`src/rtl/tile_map_column_raycaster_core_defines.svh`:
```
// assertion macros for the raycaster core
`ifndef TILE_MAP_COLUMN_RAYCASTER_CORE_DEFINES_SVH
`define TILE_MAP_COLUMN_RAYCASTER_CORE_DEFINES_SVH

// same-cycle implication, checked on clk outside reset
`define TMR_CHK_NOW(lbl, ante, cons) \
  lbl: assert property (@(posedge clk) disable iff (!rst_n) (ante) |-> (cons)) \
    else $error("raycaster check failed");

// next-cycle implication, checked on clk outside reset
`define TMR_CHK_NEXT(lbl, ante, cons) \
  lbl: assert property (@(posedge clk) disable iff (!rst_n) (ante) |=> (cons)) \
    else $error("raycaster check failed");

`endif

```
`src/rtl/tmr_pkg.sv`:
```
package tmr_pkg;

  localparam int PADDR_W = 5;
  localparam int DIV_NW  = 20;
  localparam int DIV_DW  = 14;

  localparam logic [14:0] Q_ONE  = 15'd16384;
  localparam logic [14:0] K_C1   = 15'd1184;
  localparam logic [14:0] K_C2   = 15'd10528;
  localparam logic [14:0] K_C3   = 15'd25730;
  localparam logic [12:0] HALF_K = 13'd512;

  typedef enum logic [2:0] {
    REG_POS_X, REG_POS_Y, REG_VIEW, REG_FOV,
    REG_WIDTH, REG_HEIGHT, REG_DEPTH, REG_STEP
  } reg_idx_t;

  typedef enum logic [1:0] {
    T_SIN = 2'd0,
    T_COS = 2'd1,
    T_CF  = 2'd2,
    T_NONE = 2'd3
  } trig_sel_t;

  typedef struct packed {
    logic [11:0] pos_x;
    logic [11:0] pos_y;
    logic [9:0]  view_angle;
    logic [9:0]  fov;
    logic [9:0]  screen_width;
    logic [7:0]  screen_height;
    logic [11:0] max_depth;
    logic [7:0]  step_size;
  } cfg_t;

  typedef struct packed {
    logic        is_cast;
    logic [3:0]  row;
    logic [15:0] bits;
    logic [9:0]  column;
  } cmd_t;

  typedef struct packed {
    logic full;
    logic empty;
  } q_stat_t;

endpackage

```
`src/rtl/tmr_ifs.sv`:
```
interface tmr_in_if;
  logic        valid;
  logic        ready;
  logic        mode;
  logic [3:0]  row_index;
  logic [15:0] row_bits;
  logic [9:0]  column;
  modport source (output valid, mode, row_index, row_bits, column, input ready);
  modport sink (input valid, mode, row_index, row_bits, column, output ready);
endinterface

interface tmr_out_if;
  logic              valid;
  logic              ready;
  logic [9:0]        column_out;
  logic signed [8:0] ceiling_end;
  logic [8:0]        floor_start;
  logic [1:0]        shade;
  logic              wall_hit;
  modport source (output valid, column_out, ceiling_end, floor_start, shade, wall_hit,
                  input ready);
  modport sink (input valid, column_out, ceiling_end, floor_start, shade, wall_hit,
                output ready);
endinterface

```
`src/rtl/tmr_front.sv`:
```
module tmr_front #(
  parameter int MAP_SIZE = 16
) (
  tmr_in_if.sink          in_ch,
  input  tmr_pkg::q_stat_t q_stat,
  output logic            push,
  output tmr_pkg::cmd_t   cmd
);
  import tmr_pkg::*;

  logic keep;

  // loads beyond the map are taken and dropped
  assign keep = in_ch.mode | (int'(in_ch.row_index) < MAP_SIZE);
  assign in_ch.ready = !q_stat.full;
  assign push = in_ch.valid & !q_stat.full & keep;

  always_comb begin
    cmd.is_cast = in_ch.mode;
    cmd.row     = in_ch.row_index;
    cmd.bits    = in_ch.row_bits;
    cmd.column  = in_ch.column;
  end
endmodule

```
`src/rtl/tmr_fifo.sv`:
```
module tmr_fifo (
  input  logic             clk,
  input  logic             rst_n,
  input  logic             push,
  input  tmr_pkg::cmd_t    push_cmd,
  input  logic             pop,
  output tmr_pkg::cmd_t    head,
  output tmr_pkg::q_stat_t stat
);
  import tmr_pkg::*;

  cmd_t       ent_r [2];
  logic       wp_r;
  logic       rp_r;
  logic [1:0] cnt_r;

  assign head = ent_r[rp_r];
  assign stat.full = (cnt_r == 2'd2);
  assign stat.empty = (cnt_r == 2'd0);

  always_ff @(posedge clk) begin
    if (!rst_n) begin
      wp_r  <= 1'b0;
      rp_r  <= 1'b0;
      cnt_r <= 2'd0;
    end else begin
      if (push) begin
        wp_r <= ~wp_r;
      end
      if (pop) begin
        rp_r <= ~rp_r;
      end
      case ({push, pop})
        2'b10:   cnt_r <= cnt_r + 2'd1;
        2'b01:   cnt_r <= cnt_r - 2'd1;
        default: cnt_r <= cnt_r;
      endcase
    end
  end

  always_ff @(posedge clk) begin
    if (push) begin
      ent_r[wp_r] <= push_cmd;
    end
  end
endmodule

```
`src/rtl/tmr_div.sv`:
```
module tmr_div (
  input  logic                       clk,
  input  logic                       rst_n,
  input  logic                       start,
  input  logic [tmr_pkg::DIV_NW-1:0] dividend,
  input  logic [tmr_pkg::DIV_DW-1:0] divisor,
  output logic                       done,
  output logic [tmr_pkg::DIV_NW-1:0] quotient
);
  import tmr_pkg::*;

  localparam int CW = $clog2(DIV_NW + 1);

  logic [DIV_NW-1:0] num_r;
  logic [DIV_DW-1:0] rem_r;
  logic [DIV_DW-1:0] den_r;
  logic [CW-1:0]     cnt_r;
  logic              done_r;
  logic [DIV_DW:0]   rem_sh;
  logic              fits;

  assign rem_sh = {rem_r, num_r[DIV_NW-1]};
  assign fits = (rem_sh >= {1'b0, den_r});
  assign done = done_r;
  assign quotient = num_r;

  always_ff @(posedge clk) begin
    if (!rst_n) begin
      cnt_r  <= '0;
      done_r <= 1'b0;
    end else begin
      done_r <= 1'b0;
      if (start) begin
        cnt_r <= CW'(DIV_NW);
      end else if (cnt_r != '0) begin
        cnt_r <= cnt_r - CW'(1);
        if (cnt_r == CW'(1)) begin
          done_r <= 1'b1;
        end
      end
    end
  end

  // one quotient bit a cycle, restoring
  always_ff @(posedge clk) begin
    if (start) begin
      num_r <= dividend;
      rem_r <= '0;
      den_r <= divisor;
    end else if (cnt_r != '0) begin
      num_r <= {num_r[DIV_NW-2:0], fits};
      rem_r <= fits ? DIV_DW'(rem_sh - {1'b0, den_r}) : rem_sh[DIV_DW-1:0];
    end
  end
endmodule

```
`src/rtl/tmr_back.sv`:
```
module tmr_back #(
  parameter int MAP_SIZE = 16
) (
  input  logic             clk,
  input  logic             rst_n,
  input  tmr_pkg::cfg_t    cfg,
  input  tmr_pkg::cmd_t    head,
  input  tmr_pkg::q_stat_t q_stat,
  output logic             pop,
  tmr_out_if.source        out_ch
);
  import tmr_pkg::*;

  localparam int AW = (MAP_SIZE > 1) ? $clog2(MAP_SIZE) : 1;

  typedef enum logic [10:0] {
    B_IDLE = 11'b00000000001,
    B_ODIV = 11'b00000000010,
    B_TSET = 11'b00000000100,
    B_TMUL = 11'b00000001000,
    B_PREP = 11'b00000010000,
    B_MRD  = 11'b00000100000,
    B_MCHK = 11'b00001000000,
    B_CORR = 11'b00010000000,
    B_CNUM = 11'b00100000000,
    B_CDIV = 11'b01000000000,
    B_DONE = 11'b10000000000
  } bstate_t;

  bstate_t state_r;

  logic [15:0]        mem_r [MAP_SIZE];
  logic [MAP_SIZE-1:0] vld_r;
  logic [15:0]        rd_r;
  logic               rdv_r;

  logic [9:0]         col_r;
  logic [9:0]         offs_r;
  trig_sel_t          tsel_r;
  logic [1:0]         stg_r;
  logic               neg_r;
  logic [14:0]        t_r, t2_r, a_r;
  logic signed [15:0] sn_r, cs_r, cf_r;
  logic signed [29:0] accx_r, accy_r, dcx_r, dcy_r;
  logic [12:0]        dist_r;
  logic [7:0]         cx_r;
  logic               wall_r;
  logic [12:0]        cc_r;
  logic               nneg_r;
  logic [1:0]         shade_r;
  logic signed [8:0]  ceil_r;

  logic               ov_r;
  logic [9:0]         o_col_r;
  logic signed [8:0]  o_ceil_r;
  logic [8:0]         o_floor_r;
  logic [1:0]         o_shade_r;
  logic               o_wall_r;

  logic [7:0]         step_w;
  logic [9:0]         width_w;
  logic [9:0]         ray_w, ang_w;
  logic [1:0]         qd_w;
  logic [13:0]        f_w;
  logic [14:0]        t_w;
  logic [14:0]        mul_a, mul_b;
  logic [29:0]        prod_w;
  logic [14:0]        pr15, v_w;
  logic signed [15:0] sv_w;
  logic signed [24:0] dcx_w, dcy_w;
  logic [7:0]         cx_w, cy_w;
  logic               oob_w, dlt_w, hit_w;
  logic [AW-1:0]      cy_a;
  logic signed [29:0] cp_w, corr_w;
  logic [12:0]        mag_w;
  logic [19:0]        colfov_w, num_w;
  logic [15:0]        c5_w;
  logic [15:0]        md_w;
  logic               div_start, div_done;
  logic [DIV_NW-1:0]  div_num, div_q;
  logic [DIV_DW-1:0]  div_den;
  logic signed [8:0]  ceil_w;

  assign step_w  = (cfg.step_size == 8'd0) ? 8'd1 : cfg.step_size;
  assign width_w = (cfg.screen_width == 10'd0) ? 10'd1 : cfg.screen_width;
  assign pop = (state_r == B_IDLE) && !q_stat.empty;

  // trig operand set up
  assign ray_w = cfg.view_angle + offs_r;
  assign ang_w = (tsel_r == T_CF) ? offs_r : ray_w;
  assign qd_w  = ang_w[9:8] + ((tsel_r == T_SIN) ? 2'd0 : 2'd1);
  assign f_w   = {ang_w[7:0], 6'd0};
  assign t_w   = qd_w[0] ? (Q_ONE - {1'b0, f_w}) : {1'b0, f_w};

  always_comb begin
    case (stg_r)
      2'd0:    begin mul_a = t_r;        mul_b = t_r;  end
      2'd1:    begin mul_a = K_C1;       mul_b = t2_r; end
      2'd2:    begin mul_a = K_C2 - a_r; mul_b = t2_r; end
      default: begin mul_a = K_C3 - a_r; mul_b = t_r;  end
    endcase
  end
  assign prod_w = mul_a * mul_b;
  assign pr15   = prod_w[28:14];
  assign v_w    = (pr15 > Q_ONE) ? Q_ONE : pr15;
  assign sv_w   = neg_r ? -$signed({1'b0, v_w}) : $signed({1'b0, v_w});

  assign dcx_w = cs_r * $signed({1'b0, step_w});
  assign dcy_w = sn_r * $signed({1'b0, step_w});

  // march sample
  assign cx_w  = accx_r[29:22];
  assign cy_w  = accy_r[29:22];
  assign oob_w = cx_w[7] | cy_w[7] | (int'(cx_w[6:0]) >= MAP_SIZE)
               | (int'(cy_w[6:0]) >= MAP_SIZE);
  assign dlt_w = dist_r < {1'b0, cfg.max_depth};
  assign cy_a  = AW'(cy_w[6:0]);
  assign hit_w = rdv_r & (cx_r[6:4] == 3'd0) & rd_r[cx_r[3:0]];

  assign cp_w   = $signed({1'b0, dist_r}) * cf_r;
  assign corr_w = cp_w >>> 14;

  assign mag_w    = (cc_r < HALF_K) ? (HALF_K - cc_r) : (cc_r - HALF_K);
  assign num_w    = cfg.screen_height * mag_w[11:0];
  assign colfov_w = head.column * cfg.fov;
  assign c5_w     = cc_r * 3'd5;
  assign md_w     = {4'd0, cfg.max_depth};

  assign div_start = pop & head.is_cast | (state_r == B_CNUM);
  assign div_num   = (state_r == B_CNUM) ? num_w : colfov_w;
  assign div_den   = (state_r == B_CNUM) ? {cc_r, 1'b0} : {4'd0, width_w};

  tmr_div u_div (
    .clk      (clk),
    .rst_n    (rst_n),
    .start    (div_start),
    .dividend (div_num),
    .divisor  (div_den),
    .done     (div_done),
    .quotient (div_q)
  );

  always_comb begin
    if (nneg_r) begin
      ceil_w = (div_q == '0) ? 9'sd0 : -9'sd1;
    end else if (div_q > {12'd0, cfg.screen_height}) begin
      ceil_w = $signed({1'b0, cfg.screen_height});
    end else begin
      ceil_w = $signed(div_q[8:0]);
    end
  end

  always_ff @(posedge clk) begin
    if (!rst_n) begin
      state_r <= B_IDLE;
      vld_r   <= '0;
      ov_r    <= 1'b0;
    end else begin
      if (pop && !head.is_cast) begin
        vld_r[AW'(head.row)] <= 1'b1;
      end
      if (state_r == B_DONE && (!ov_r || out_ch.ready)) begin
        ov_r <= 1'b1;
      end else if (out_ch.ready) begin
        ov_r <= 1'b0;
      end
      unique case (state_r)
        B_IDLE: if (pop && head.is_cast) begin
          state_r <= B_ODIV;
        end
        B_ODIV: if (div_done) begin
          state_r <= B_TSET;
        end
        B_TSET: state_r <= B_TMUL;
        B_TMUL: if (stg_r == 2'd3) begin
          state_r <= (tsel_r == T_CF) ? B_PREP : B_TSET;
        end
        B_PREP: state_r <= B_MRD;
        B_MRD:  state_r <= (!dlt_w || oob_w) ? B_CORR : B_MCHK;
        B_MCHK: state_r <= hit_w ? B_CORR : B_MRD;
        B_CORR: state_r <= B_CNUM;
        B_CNUM: state_r <= B_CDIV;
        B_CDIV: if (div_done) begin
          state_r <= B_DONE;
        end
        B_DONE: if (!ov_r || out_ch.ready) begin
          state_r <= B_IDLE;
        end
        default: state_r <= B_IDLE;
      endcase
    end
  end

  always_ff @(posedge clk) begin
    if (pop && !head.is_cast) begin
      mem_r[AW'(head.row)] <= head.bits;
    end
    if (state_r == B_MRD) begin
      rd_r  <= mem_r[cy_a];
      rdv_r <= vld_r[cy_a];
    end
  end

  always_ff @(posedge clk) begin
    case (state_r)
      B_IDLE: begin
        col_r <= head.column;
      end
      B_ODIV: begin
        offs_r <= div_q[9:0] - {1'b0, cfg.fov[9:1]};
        tsel_r <= T_SIN;
      end
      B_TSET: begin
        t_r   <= t_w;
        neg_r <= qd_w[1];
        stg_r <= 2'd0;
      end
      B_TMUL: begin
        stg_r <= stg_r + 2'd1;
        case (stg_r)
          2'd0: t2_r <= pr15;
          2'd1, 2'd2: a_r <= pr15;
          default: begin
            case (tsel_r)
              T_SIN:   sn_r <= sv_w;
              T_COS:   cs_r <= sv_w;
              default: cf_r <= sv_w;
            endcase
            tsel_r <= trig_sel_t'(tsel_r + 2'd1);
          end
        endcase
      end
      B_PREP: begin
        accx_r <= $signed({4'd0, cfg.pos_x, 14'd0});
        accy_r <= $signed({4'd0, cfg.pos_y, 14'd0});
        dcx_r  <= 30'(dcx_w);
        dcy_r  <= 30'(dcy_w);
        dist_r <= '0;
        wall_r <= 1'b0;
      end
      B_MRD: begin
        cx_r <= cx_w;
        if (dlt_w && oob_w) begin
          dist_r <= {1'b0, cfg.max_depth} + {5'd0, step_w};
        end
      end
      B_MCHK: begin
        dist_r <= dist_r + {5'd0, step_w};
        if (hit_w) begin
          wall_r <= 1'b1;
        end else begin
          accx_r <= accx_r + dcx_r;
          accy_r <= accy_r + dcy_r;
        end
      end
      B_CORR: begin
        cc_r   <= (corr_w < 30'sd1) ? 13'd1 : corr_w[12:0];
      end
      B_CNUM: begin
        nneg_r <= cc_r < HALF_K;
        if (c5_w <= md_w) begin
          shade_r <= 2'd0;
        end else if (c5_w <= {md_w[14:0], 1'b0}) begin
          shade_r <= 2'd1;
        end else if (c5_w <= {md_w[13:0], 2'b0}) begin
          shade_r <= 2'd2;
        end else begin
          shade_r <= 2'd3;
        end
      end
      B_CDIV: begin
        ceil_r <= ceil_w;
      end
      default: begin
      end
    endcase
  end

  // nneg_r is settled in B_CNUM, ahead of the divider result
  always_ff @(posedge clk) begin
    if (state_r == B_DONE && (!ov_r || out_ch.ready)) begin
      o_col_r   <= col_r;
      o_ceil_r  <= ceil_r;
      o_floor_r <= {1'b0, cfg.screen_height} - $unsigned(ceil_r);
      o_shade_r <= shade_r;
      o_wall_r  <= wall_r;
    end
  end

  assign out_ch.valid       = ov_r;
  assign out_ch.column_out  = o_col_r;
  assign out_ch.ceiling_end = o_ceil_r;
  assign out_ch.floor_start = o_floor_r;
  assign out_ch.shade       = o_shade_r;
  assign out_ch.wall_hit    = o_wall_r;
endmodule

```
`src/rtl/tile_map_column_raycaster_core.sv`:
```
// channel | dir | words
// in_ch   | in  | mode, row_index, row_bits, column (valid/ready)
// out_ch  | out | column_out, ceiling_end, floor_start, shade, wall_hit
// apb     | in  | eight registers at 4*i, pready tied high
// a load word is written into the map when it is popped and gives no result
// a cast runs two divisions and 3 sine passes, then a march in which each step
// reads the map row into a register before it is checked
// a two-word queue lets input words be taken while a cast is marching
// rst_n is synchronous; the wall map reads as empty until each row is written
`include "tile_map_column_raycaster_core_defines.svh"
module tile_map_column_raycaster_core #(
  parameter int MAP_SIZE = 16
) (
  input  logic                         clk,
  input  logic                         rst_n,
  tmr_in_if.sink                       in_ch,
  tmr_out_if.source                    out_ch,
  input  logic                         psel,
  input  logic                         penable,
  input  logic                         pwrite,
  input  logic [tmr_pkg::PADDR_W-1:0]  paddr,
  input  logic [31:0]                  pwdata,
  output logic [31:0]                  prdata,
  output logic                         pready
);
  import tmr_pkg::*;

  cfg_t     cfg_r;
  cmd_t     f_cmd, q_head;
  q_stat_t  q_st;
  logic     q_push, q_pop;
  reg_idx_t idx;
  logic [8:0] floor_chk;

  assign pready = 1'b1;
  assign idx = reg_idx_t'(paddr[4:2]);
  assign floor_chk = {1'b0, cfg_r.screen_height} - $unsigned(out_ch.ceiling_end);

  always_ff @(posedge clk) begin
    if (!rst_n) begin
      cfg_r.pos_x         <= 12'd1792;
      cfg_r.pos_y         <= 12'd2048;
      cfg_r.view_angle    <= 10'd326;
      cfg_r.fov           <= 10'd256;
      cfg_r.screen_width  <= 10'd80;
      cfg_r.screen_height <= 8'd24;
      cfg_r.max_depth     <= 12'd3840;
      cfg_r.step_size     <= 8'd26;
    end else if (psel && penable && pwrite) begin
      unique case (idx)
        REG_POS_X:  cfg_r.pos_x         <= pwdata[11:0];
        REG_POS_Y:  cfg_r.pos_y         <= pwdata[11:0];
        REG_VIEW:   cfg_r.view_angle    <= pwdata[9:0];
        REG_FOV:    cfg_r.fov           <= pwdata[9:0];
        REG_WIDTH:  cfg_r.screen_width  <= pwdata[9:0];
        REG_HEIGHT: cfg_r.screen_height <= pwdata[7:0];
        REG_DEPTH:  cfg_r.max_depth     <= pwdata[11:0];
        REG_STEP:   cfg_r.step_size     <= pwdata[7:0];
        default:    cfg_r.step_size     <= cfg_r.step_size;
      endcase
    end
  end

  always_comb begin
    unique case (idx)
      REG_POS_X:  prdata = {20'd0, cfg_r.pos_x};
      REG_POS_Y:  prdata = {20'd0, cfg_r.pos_y};
      REG_VIEW:   prdata = {22'd0, cfg_r.view_angle};
      REG_FOV:    prdata = {22'd0, cfg_r.fov};
      REG_WIDTH:  prdata = {22'd0, cfg_r.screen_width};
      REG_HEIGHT: prdata = {24'd0, cfg_r.screen_height};
      REG_DEPTH:  prdata = {20'd0, cfg_r.max_depth};
      REG_STEP:   prdata = {24'd0, cfg_r.step_size};
      default:    prdata = '0;
    endcase
  end

  tmr_front #(.MAP_SIZE(MAP_SIZE)) u_front (
    .in_ch  (in_ch),
    .q_stat (q_st),
    .push   (q_push),
    .cmd    (f_cmd)
  );

  tmr_fifo u_fifo (
    .clk      (clk),
    .rst_n    (rst_n),
    .push     (q_push),
    .push_cmd (f_cmd),
    .pop      (q_pop),
    .head     (q_head),
    .stat     (q_st)
  );

  tmr_back #(.MAP_SIZE(MAP_SIZE)) u_back (
    .clk    (clk),
    .rst_n  (rst_n),
    .cfg    (cfg_r),
    .head   (q_head),
    .q_stat (q_st),
    .pop    (q_pop),
    .out_ch (out_ch)
  );

  `TMR_CHK_NOW(a_floor_sum, out_ch.valid, out_ch.floor_start == floor_chk)
  `TMR_CHK_NOW(a_ceil_sat, out_ch.valid && out_ch.ceiling_end[8], out_ch.ceiling_end == -9'sd1)
  `TMR_CHK_NEXT(a_full_holds, q_st.full && !q_pop, !in_ch.ready)
endmodule

```
`src/flat_wrapper.sv`:
```
// flat-port wrapper written by rule: the top's interface ports become plain ports
module tile_map_column_raycaster_core_flat import tmr_pkg::*;
#(
  parameter int MAP_SIZE = 16
)
  (clk, rst_n, psel, penable, pwrite, paddr, pwdata, prdata, pready, in_ch_valid, in_ch_mode, in_ch_row_index, in_ch_row_bits, in_ch_column, in_ch_ready, out_ch_valid, out_ch_column_out, out_ch_ceiling_end, out_ch_floor_start, out_ch_shade, out_ch_wall_hit, out_ch_ready);
  tmr_in_if in_ch_i ();
  tmr_out_if out_ch_i ();
  input  logic clk;
  input  logic rst_n;
  input  logic psel;
  input  logic penable;
  input  logic pwrite;
  input  logic [tmr_pkg::PADDR_W-1:0] paddr;
  input  logic [31:0] pwdata;
  output logic [31:0] prdata;
  output logic pready;
  input wire logic [$bits(in_ch_i.valid)-1:0] in_ch_valid;
  input wire logic [$bits(in_ch_i.mode)-1:0] in_ch_mode;
  input wire logic [$bits(in_ch_i.row_index)-1:0] in_ch_row_index;
  input wire logic [$bits(in_ch_i.row_bits)-1:0] in_ch_row_bits;
  input wire logic [$bits(in_ch_i.column)-1:0] in_ch_column;
  output wire logic [$bits(in_ch_i.ready)-1:0] in_ch_ready;
  output wire logic [$bits(out_ch_i.valid)-1:0] out_ch_valid;
  output wire logic [$bits(out_ch_i.column_out)-1:0] out_ch_column_out;
  output wire logic [$bits(out_ch_i.ceiling_end)-1:0] out_ch_ceiling_end;
  output wire logic [$bits(out_ch_i.floor_start)-1:0] out_ch_floor_start;
  output wire logic [$bits(out_ch_i.shade)-1:0] out_ch_shade;
  output wire logic [$bits(out_ch_i.wall_hit)-1:0] out_ch_wall_hit;
  input wire logic [$bits(out_ch_i.ready)-1:0] out_ch_ready;
  assign in_ch_i.valid = in_ch_valid;
  assign in_ch_i.mode = in_ch_mode;
  assign in_ch_i.row_index = in_ch_row_index;
  assign in_ch_i.row_bits = in_ch_row_bits;
  assign in_ch_i.column = in_ch_column;
  assign in_ch_ready = in_ch_i.ready;
  assign out_ch_valid = out_ch_i.valid;
  assign out_ch_column_out = out_ch_i.column_out;
  assign out_ch_ceiling_end = out_ch_i.ceiling_end;
  assign out_ch_floor_start = out_ch_i.floor_start;
  assign out_ch_shade = out_ch_i.shade;
  assign out_ch_wall_hit = out_ch_i.wall_hit;
  assign out_ch_i.ready = out_ch_ready;
  tile_map_column_raycaster_core #(.MAP_SIZE(MAP_SIZE)) u_core (.clk(clk), .rst_n(rst_n), .in_ch(in_ch_i), .out_ch(out_ch_i), .psel(psel), .penable(penable), .pwrite(pwrite), .paddr(paddr), .pwdata(pwdata), .prdata(prdata), .pready(pready));
endmodule
```
`config.mk`:
```
export PLATFORM = sky130hd
export DESIGN_NAME = tile_map_column_raycaster_core_flat
export DESIGN_NICKNAME = d
export VERILOG_FILES = /design/src/rtl/tmr_pkg.sv /design/src/rtl/tmr_ifs.sv /design/src/rtl/tmr_front.sv /design/src/rtl/tmr_fifo.sv /design/src/rtl/tmr_div.sv /design/src/rtl/tmr_back.sv /design/src/rtl/tile_map_column_raycaster_core.sv /design/src/flat_wrapper.sv
export VERILOG_INCLUDE_DIRS = /design/src /design/src/rtl
export SDC_FILE = /design/constraint.sdc
export NUM_CORES = 2
export LEC_CHECK = 0
export BUFFER_PORTS_ARGS = -buffer_cell sky130_fd_sc_hd__buf_4
export CAP_MARGIN = 20
export CORE_ASPECT_RATIO = 1.75
export CORE_UTILIZATION = 59
export CTS_BUF_LIST = sky130_fd_sc_hd__clkbuf_8
export CTS_CLUSTER_SIZE = 30
export DETAILED_ROUTE_END_ITERATION = 6
export PLACE_DENSITY = 0.76
export SYNTH_ARGS = -nofsm -noshare
export SYNTH_HDL_FRONTEND = slang
export SYNTH_HIERARCHICAL = 1
export SYNTH_SLANG_ARGS = --single-unit
```
`constraint.sdc`:
```
create_clock -name clk -period 14.74 [get_ports clk]
set_clock_uncertainty 0.15 [all_clocks]
set_input_delay 0.737 -clock clk [delete_from_list [all_inputs] [get_ports clk]]
set_output_delay 0.737 -clock clk [all_outputs]
set_load 0.005 [all_outputs]
```
# ---- Yosys cells after proc, flatten, opt, wreduce, memory -nomap -nowiden
# Memory sizes are Yosys's and may differ from the RTL's. A register that Yosys moved wholly into a read port is not among the register bits.
# Cells that the tools add are included.
dict set report op_classes {
  add_sub_neg 20
  n_mul 7
  n_div 0
  order_cmp 15
  n_eq_ne 36
  shifts 0
  mux 59
  bitwise_logic 15
  n_reduce_logical 55
}
# op n
set op_table {}
lappend op_table {{$pmux W32 S8} 1}
lappend op_table {{$pmux W11 S11} 1}
lappend op_table {{$pmux W30 S2} 2}
lappend op_table {{$add A30 B25 Y30} 2}
lappend op_table {{$mux W20} 3}
lappend op_table {{$mux W30} 2}
lappend op_table {{$mux W11} 5}
lappend op_table {{$mul A16 B9 Y25} 2}
lappend op_table {{$pmux W15 S3} 1}
lappend op_table {{$pmux W13 S3} 1}
lappend op_table {{$mul A14 B16 Y30} 1}
lappend op_table {{$mux W10} 3}
lappend op_table {{$mux W15} 2}
lappend op_table {{$mul A15 B15 Y29} 1}
lappend op_table {{$mux W14} 2}
lappend op_table {{$reduce_and A2 Y1} 14}
lappend op_table {{$mux W9} 3}
lappend op_table {{$mux W8} 3}
lappend op_table {{$gt A20 B8 Y1} 1}
lappend op_table {{$logic_not A20 Y1} 1}
lappend op_table {{$mul A10 B10 Y20} 1}
lappend op_table {{$mul A8 B12 Y20} 1}
lappend op_table {{$le A16 B12 Y1} 1}
lappend op_table {{$le A16 B13 Y1} 1}
lappend op_table {{other kinds (73)} 152}
dict set report totals {
  ff_bits 474
  latch_bits 0
  ram_bits 318
  romBits 0
  input_bits 75
  out_inout_bits 66
  word_cells 261
  mem_count 2
}
# memory depth word_bits rd rd_ports_with_merged_regs write_ports line_no
set memory_table {}
lappend memory_table {u_core.u_back.mem_r 16 16 1 1 1 tmr_back.sv:32} ;# logic [15:0] mem_r [MAP_SIZE];
lappend memory_table {u_core.u_fifo.ent_r 2 31 1 1 1 tmr_fifo.sv:12} ;# cmd_t ent_r [2];

# ---- Logic depth before layout (Yosys ltp)
dict set report logic_depth {
  word_depth 8
  mapped_depth 45
  mapped_depth_nobuf 41
}

# ---- Hierarchy
# The synthesis kept the hierarchy.
# module n_inst cells_per_inst area_per_inst_um2 seq_area_each_um2
set modules_own_cells {}
lappend modules_own_cells {tmr_back 1 5618 59244.3 17737.0}
lappend modules_own_cells {tile_map_column_raycaster_core 1 507 4062.6 1641.6}
lappend modules_own_cells {tmr_div 1 251 2911.5 1421.4}
lappend modules_own_cells {tmr_fifo 1 118 2442.3 1961.9}
lappend modules_own_cells {tmr_front 1 33 242.7 0.0}

# ---- Worst setup path after synthesis
# No wires, ideal clock.
dict set report synth_path {
  path_type {register -> register}
  start {register u_core.u_back.stg_r[0]}
  end {register u_core.u_back.cf_r[14] (data pin)}
  setup_ps 279
  arrival_time_ps 9749
  required_ps 14311
  path_slack_ps 4561
  stages_incl_launch_ff 43
  n_path_buf 4
  period_less_slack_ps 10179
  cell_sequence {edfxtp_1 inv_1 ha_1 buf_1 xor2_1 ha_1 o21ba_2 nor4_1 a22oi_1 o31ai_1 nor2b_1 xnor2_1 nor2_1 a211oi_1 clkbuf_1 nor2_1 fa_1 inv_1 [7 not listed] fa_1 ha_1 and4_1 and2_1 o2111ai_2 a311oi_1 nor2_1 a31oi_1 a21oi_1 xnor2_1 clkbuf_1 inv_2 nand2_1 ha_1 clkbuf_1 nand3_1 o311ai_0 o21ai_1}
}
dict set report synth_via {
  elab_chain_cells 8
  elab_cells_between_ends 11
  classes_between {add/sub: 1; mul: 1; order compare: 1; eq/ne: 2; mux: 4; reduce/logical: 2}
}
# item line_no
set synth_lines {}
lappend synth_lines {{from (decl)} tmr_back.sv:40} ;# logic [1:0] stg_r;
lappend synth_lines {{from (signal assigned)} tmr_back.sv:219} ;# stg_r <= stg_r + 2'd1;
lappend synth_lines {{$eq A2 B1 Y1 or $eq A2 B2 Y1 (tied branches)} tmr_back.sv:96} ;# case (stg_r)
lappend synth_lines {{$reduce_or A2 Y1 (no line)} -}
lappend synth_lines {{$mux W15} tmr_back.sv:96}
lappend synth_lines {{$mul A15 B15 Y29 (*)} tmr_back.sv:103} ;# assign prod_w = mul_a * mul_b;
lappend synth_lines {{named net u_core.u_back.prod_w[28]} tmr_back.sv:67} ;# logic [29:0] prod_w;
lappend synth_lines {{$gt A15 B15 Y1} tmr_back.sv:105} ;# assign v_w = (pr15 > Q_ONE) ? Q_ONE : pr15;
lappend synth_lines {{$mux W15 (*)} tmr_back.sv:105}
lappend synth_lines {{$neg A15 Y16} tmr_back.sv:106} ;# assign sv_w = neg_r ? -$signed({1'b0, v_w}) : $signed({1'b0, v_w});
lappend synth_lines {{$mux W16 (*)} tmr_back.sv:106}
lappend synth_lines {{named net u_core.u_back.sv_w[14]} tmr_back.sv:69} ;# logic signed [15:0] sv_w;
lappend synth_lines {{to (signal assigned)} tmr_back.sv:227} ;# default: cf_r <= sv_w;
lappend synth_lines {{to (decl)} tmr_back.sv:43} ;# logic signed [15:0] sn_r, cs_r, cf_r;
# Mark *: on every way through the listed nets, which the timed path passes. The rest lies on a longest branch.
# A chain may end at the register's enable or synchronous reset.

# ---- Worst setup path in the final report
dict set report layout_path {
  start {register u_core.u_back.stg_r[0]}
  end {register u_core.u_back.cf_r[8] (data pin)}
}
# Same word-level chain as after synthesis.

==> flow_metrics.tcl <==
set metrics [dict create \
    status "finished, violations left" \
    violations "DRC" \
    post-route-util_pct 63.76 \
    leakagePower_nw 31.97 \
    grt-ovfl-total 0 \
    clockRootBuffer "clkbuf_8" \
    fill_cells 8928 \
    clock_latency_ps 890 \
    fp.dieArea_sq_um 118200 \
    synth_edf_count 668 \
    drv_cap 0 \
    ant_nets 0 \
    synthArstFlopShare_pct 0 \
    hold_class "primary input to flip-flop" \
    layout.area.seq_sq_um 22760 \
    drv_slew 0 \
    reg2regPathDepth 35 \
    avgSynthCellArea_sq_um 10.56 \
    die_w_um 260.3 \
    area_growth_pct 6.975 \
    drive_gt1_share_pct 8.514 \
    cp_slowest_cell "o31a_1" \
    cp_max_fo 16 \
    hold_start "pwdata[1]" \
    postSynthCellCount 6527 \
    synth_top_family_by_area "adder cells" \
    min_period_over_period_pct 76.66 \
    htreeDepth 3 \
    powerDensity_nw_per_um2 81.68 \
    drt-total-wl_um 171700 \
    synth_top_cell_by_area "edfxtp_1" \
    track_usage_pct 30.03 \
    synth_mux_area_share_pct 4.698 \
    grt_max_degree 100 \
    r2r_slack_ps 3440 \
    yosys.area_share.simple_pct 13.47 \
    max_slew.worst_pin.slew_ps 1101 \
    core_area_sq_um 115600 \
    total_power_mw 6.021 \
    required_ps 15210 \
    io_buffers 97 \
    ys.warnings.count 6 \
    tns_ps 0 \
    place_ws_ps 3431 \
    yosysSeqAreaShare_pct 33.03 \
    viasPerCell 5.907 \
    cts_buffer_depth 3 \
    hpwl_um 129100 \
    grt_pass1_wl_um 271900 \
    rsz0062_at_grt "false" \
    synth_top_area_share_pct 29.11 \
    drt_iter0_drc 3431 \
    cts_tree "done" \
    whs_path_depth 3 \
    place.gp.congestion 0.9428 \
    arrival_ps 11770 \
    netlist_area_sq_um 68900 \
    cp-start-kind "flip-flop" \
    synth_compound_area_share_pct 7.932 \
    cts_sinks 803 \
    rows 165 \
    synth_ff_type "edfxtp_1" \
    die_h_um 454.1 \
    setup_ws_ps 3440 \
    antenna_found_initial 4 \
    start_util_pct 59.60 \
    synth.distinct_cells 104 \
    whs_endpoint "u_core/cfg_r[1]" \
    synth_seq_cells 803 \
    cts.repair.resized 0 \
    grt_pass1_vias 51450 \
    min_period_ps 11300 \
    synth_fa_ha_area_share_pct 30.47 \
    nets 7885 \
    endpoint_kind "flip-flop" \
    reg2reg_to "u_core/u_back/cf_r[8]" \
    synth_xor_area_share_pct 3.212 \
    slowest_delay_ps 630 \
    netlist_top_cells_area "edfxtp_1, fa_1, ha_1, inv_1, dfxtp_1" \
    drt-wirelength-per-cell_um 21.07 \
    drt-pass1-iter-count 7 \
    max_freq_mhz 88.50 \
    cts_buffers 110 \
    worst-setup-path-type "flip-flop to flip-flop" \
    multi_input_area_sq_um 41360 \
    drc 2 \
    path_buf_inv 6 \
    critical_path.top_delay_family "adder cells" \
    vias 48160 \
    finalSetupViolCount 0 \
    hold_violations 0 \
    slew_headroom_pct 25.85 \
    ir_drop_mv 0.1320 \
    io_pins 141 \
    path_clk_slew_ps 70 \
    r2r_start "u_core/u_back/stg_r[0]" \
]
==> final cells by class <==
type	instances	area share [%]
antenna	2	0.006790
clock buffer	115	2.147
clock inverter	93	1.338
inverter	942	4.797
multi-input combinational	4500	56.11
sequential	803	30.88
tap	1503	2.551
timing repair buffer	195	2.166
==> how the worst max path moves through the flow <==
| stage | from | end | slack, ps | depth (start not counted) |
|---|---|---|---|---|
| 3_3_place_gp | u_core/u_back/stg_r[0] | u_core/u_back/cs_r[8] | 3530 | 36 |
| 6_report | u_core/u_back/stg_r[0] | u_core/u_back/cf_r[8] | 3440 | 35 |
| 3_5_place_dp | u_core/u_back/stg_r[0] | u_core/u_back/cs_r[8] | 3430 | 36 |
| 4_1_cts | u_core/u_back/stg_r[0] | u_core/u_back/cs_r[8] | 3420 | 36 |
| 5_1_grt | u_core/u_back/stg_r[0] | u_core/u_back/cf_r[8] | 2740 | 36 |
| 2_1_floorplan | u_core/u_back/stg_r[0] | u_core/u_back/cf_r[14] | 4560 | 42 |
==> worst min-delay path, cell delays in order <==
cell and delay (ps):
buf_4 170, nand2_1 80, nand3_1 60
==> Yosys cell counts, types with 28 or more instances <==
cell type    n
nor2b_1     57
nand2_1    694
a21o_1      68
mux4_2      90
nand3_1     81
nand2b_1    78
mux2i_1     50
buf_2       28
buf_4       54
nor2_1     433
dfxtp_1    135
clkbuf_1   198
a21boi_1    51
mux2_2      63
a211oi_1    32
o21ai_0    191
edfxtp_1   668
nor3_1      86
inv_1      938
xor2_1      91
xnor2_1    158
o21a_1      49
fa_1       700
a21oi_1    178
and2_1     333
ha_1       558
==> power breakdown <==
part | switching, mW | total (mW) | internal, mW
clock | 0.943 | 1.98 | 1.03
combinational | 0.741 | 1.23 | 0.492
sequential | 0.0993 | 2.81 | 2.71
total | 1.78 | 6.02 | 4.24
==> cells by family (layout without fill, tap and decap cells) <==
logic type / after synthesis / after routing
fa+ha+maj: 1258 / 1258
simple gates: 1936 / 1936
compound gates: 831 / 831
other cells: 2 / 23
xor+xnor: 251 / 251
buf+inv: 1243 / 1345
flops: 803 / 803
mux: 203 / 203
==> layer usage <==
metal  global-route usage, %  vias to the layer above  part of all wire [%]
met3                   4.225                      646                   5.3
met5                       0                        -                 0.023
met1                   31.01                    24110                    34
met4                   22.15                        6                   8.2
met2                   54.79                     1721                    53
li1                        -                    21680                     -
==> stage by stage <==
stage          area [sq um]  std cells  hold WS [ps]
6_report              73710       8153         71.86
4_1_cts               73630       8147        0.3603
2_1_floorplan         68970       6546         250.3
3_5_place_dp          70700       7902         258.1
3_3_place_gp          70700       7902         253.0
5_1_grt               73710       8152         39.57
==> cell usage in the layout (no fill, tap or decap), drive strengths merged, types with 116 or more instances in the layout <==
cell,instances
dfxtp,135
fa,700
edfxtp,668
and2,334
inv,964
a21oi,179
o21ai,208
xnor2,160
nand2,694
ha,558
buf,157
nor2,438
clkbuf,116
==> state kept, by name (all words and copies together), names as in the netlist, 16 cells and up, named ones only <==
| signal | cells |
|---|---|
| u_core/u_back/u_div/quotient | 20 |
| u_core/u_back/dcy_r | 25 |
| u_core/u_back/cs_r | 16 |
| u_core/u_back/accx_r | 30 |
| u_core/u_back/mem_r | 256 |
| u_core/u_back/cf_r | 16 |
| u_core/u_back/rd_r | 16 |
| u_core/u_back/sn_r | 16 |
| u_core/u_fifo/ent_r | 62 |
| u_core/u_back/vld_r | 16 |
| u_core/cfg_r | 82 |
| u_core/u_back/dcx_r | 25 |
| u_core/u_back/accy_r | 30 |
==> repair_timing <==
item / CTS / global route
hold endpoints to repair: 76 / 0
buffers inserted: 0 / 0
hold buffers: 37 / 0
No activity file was read; power rests on OpenSTA's default activity.
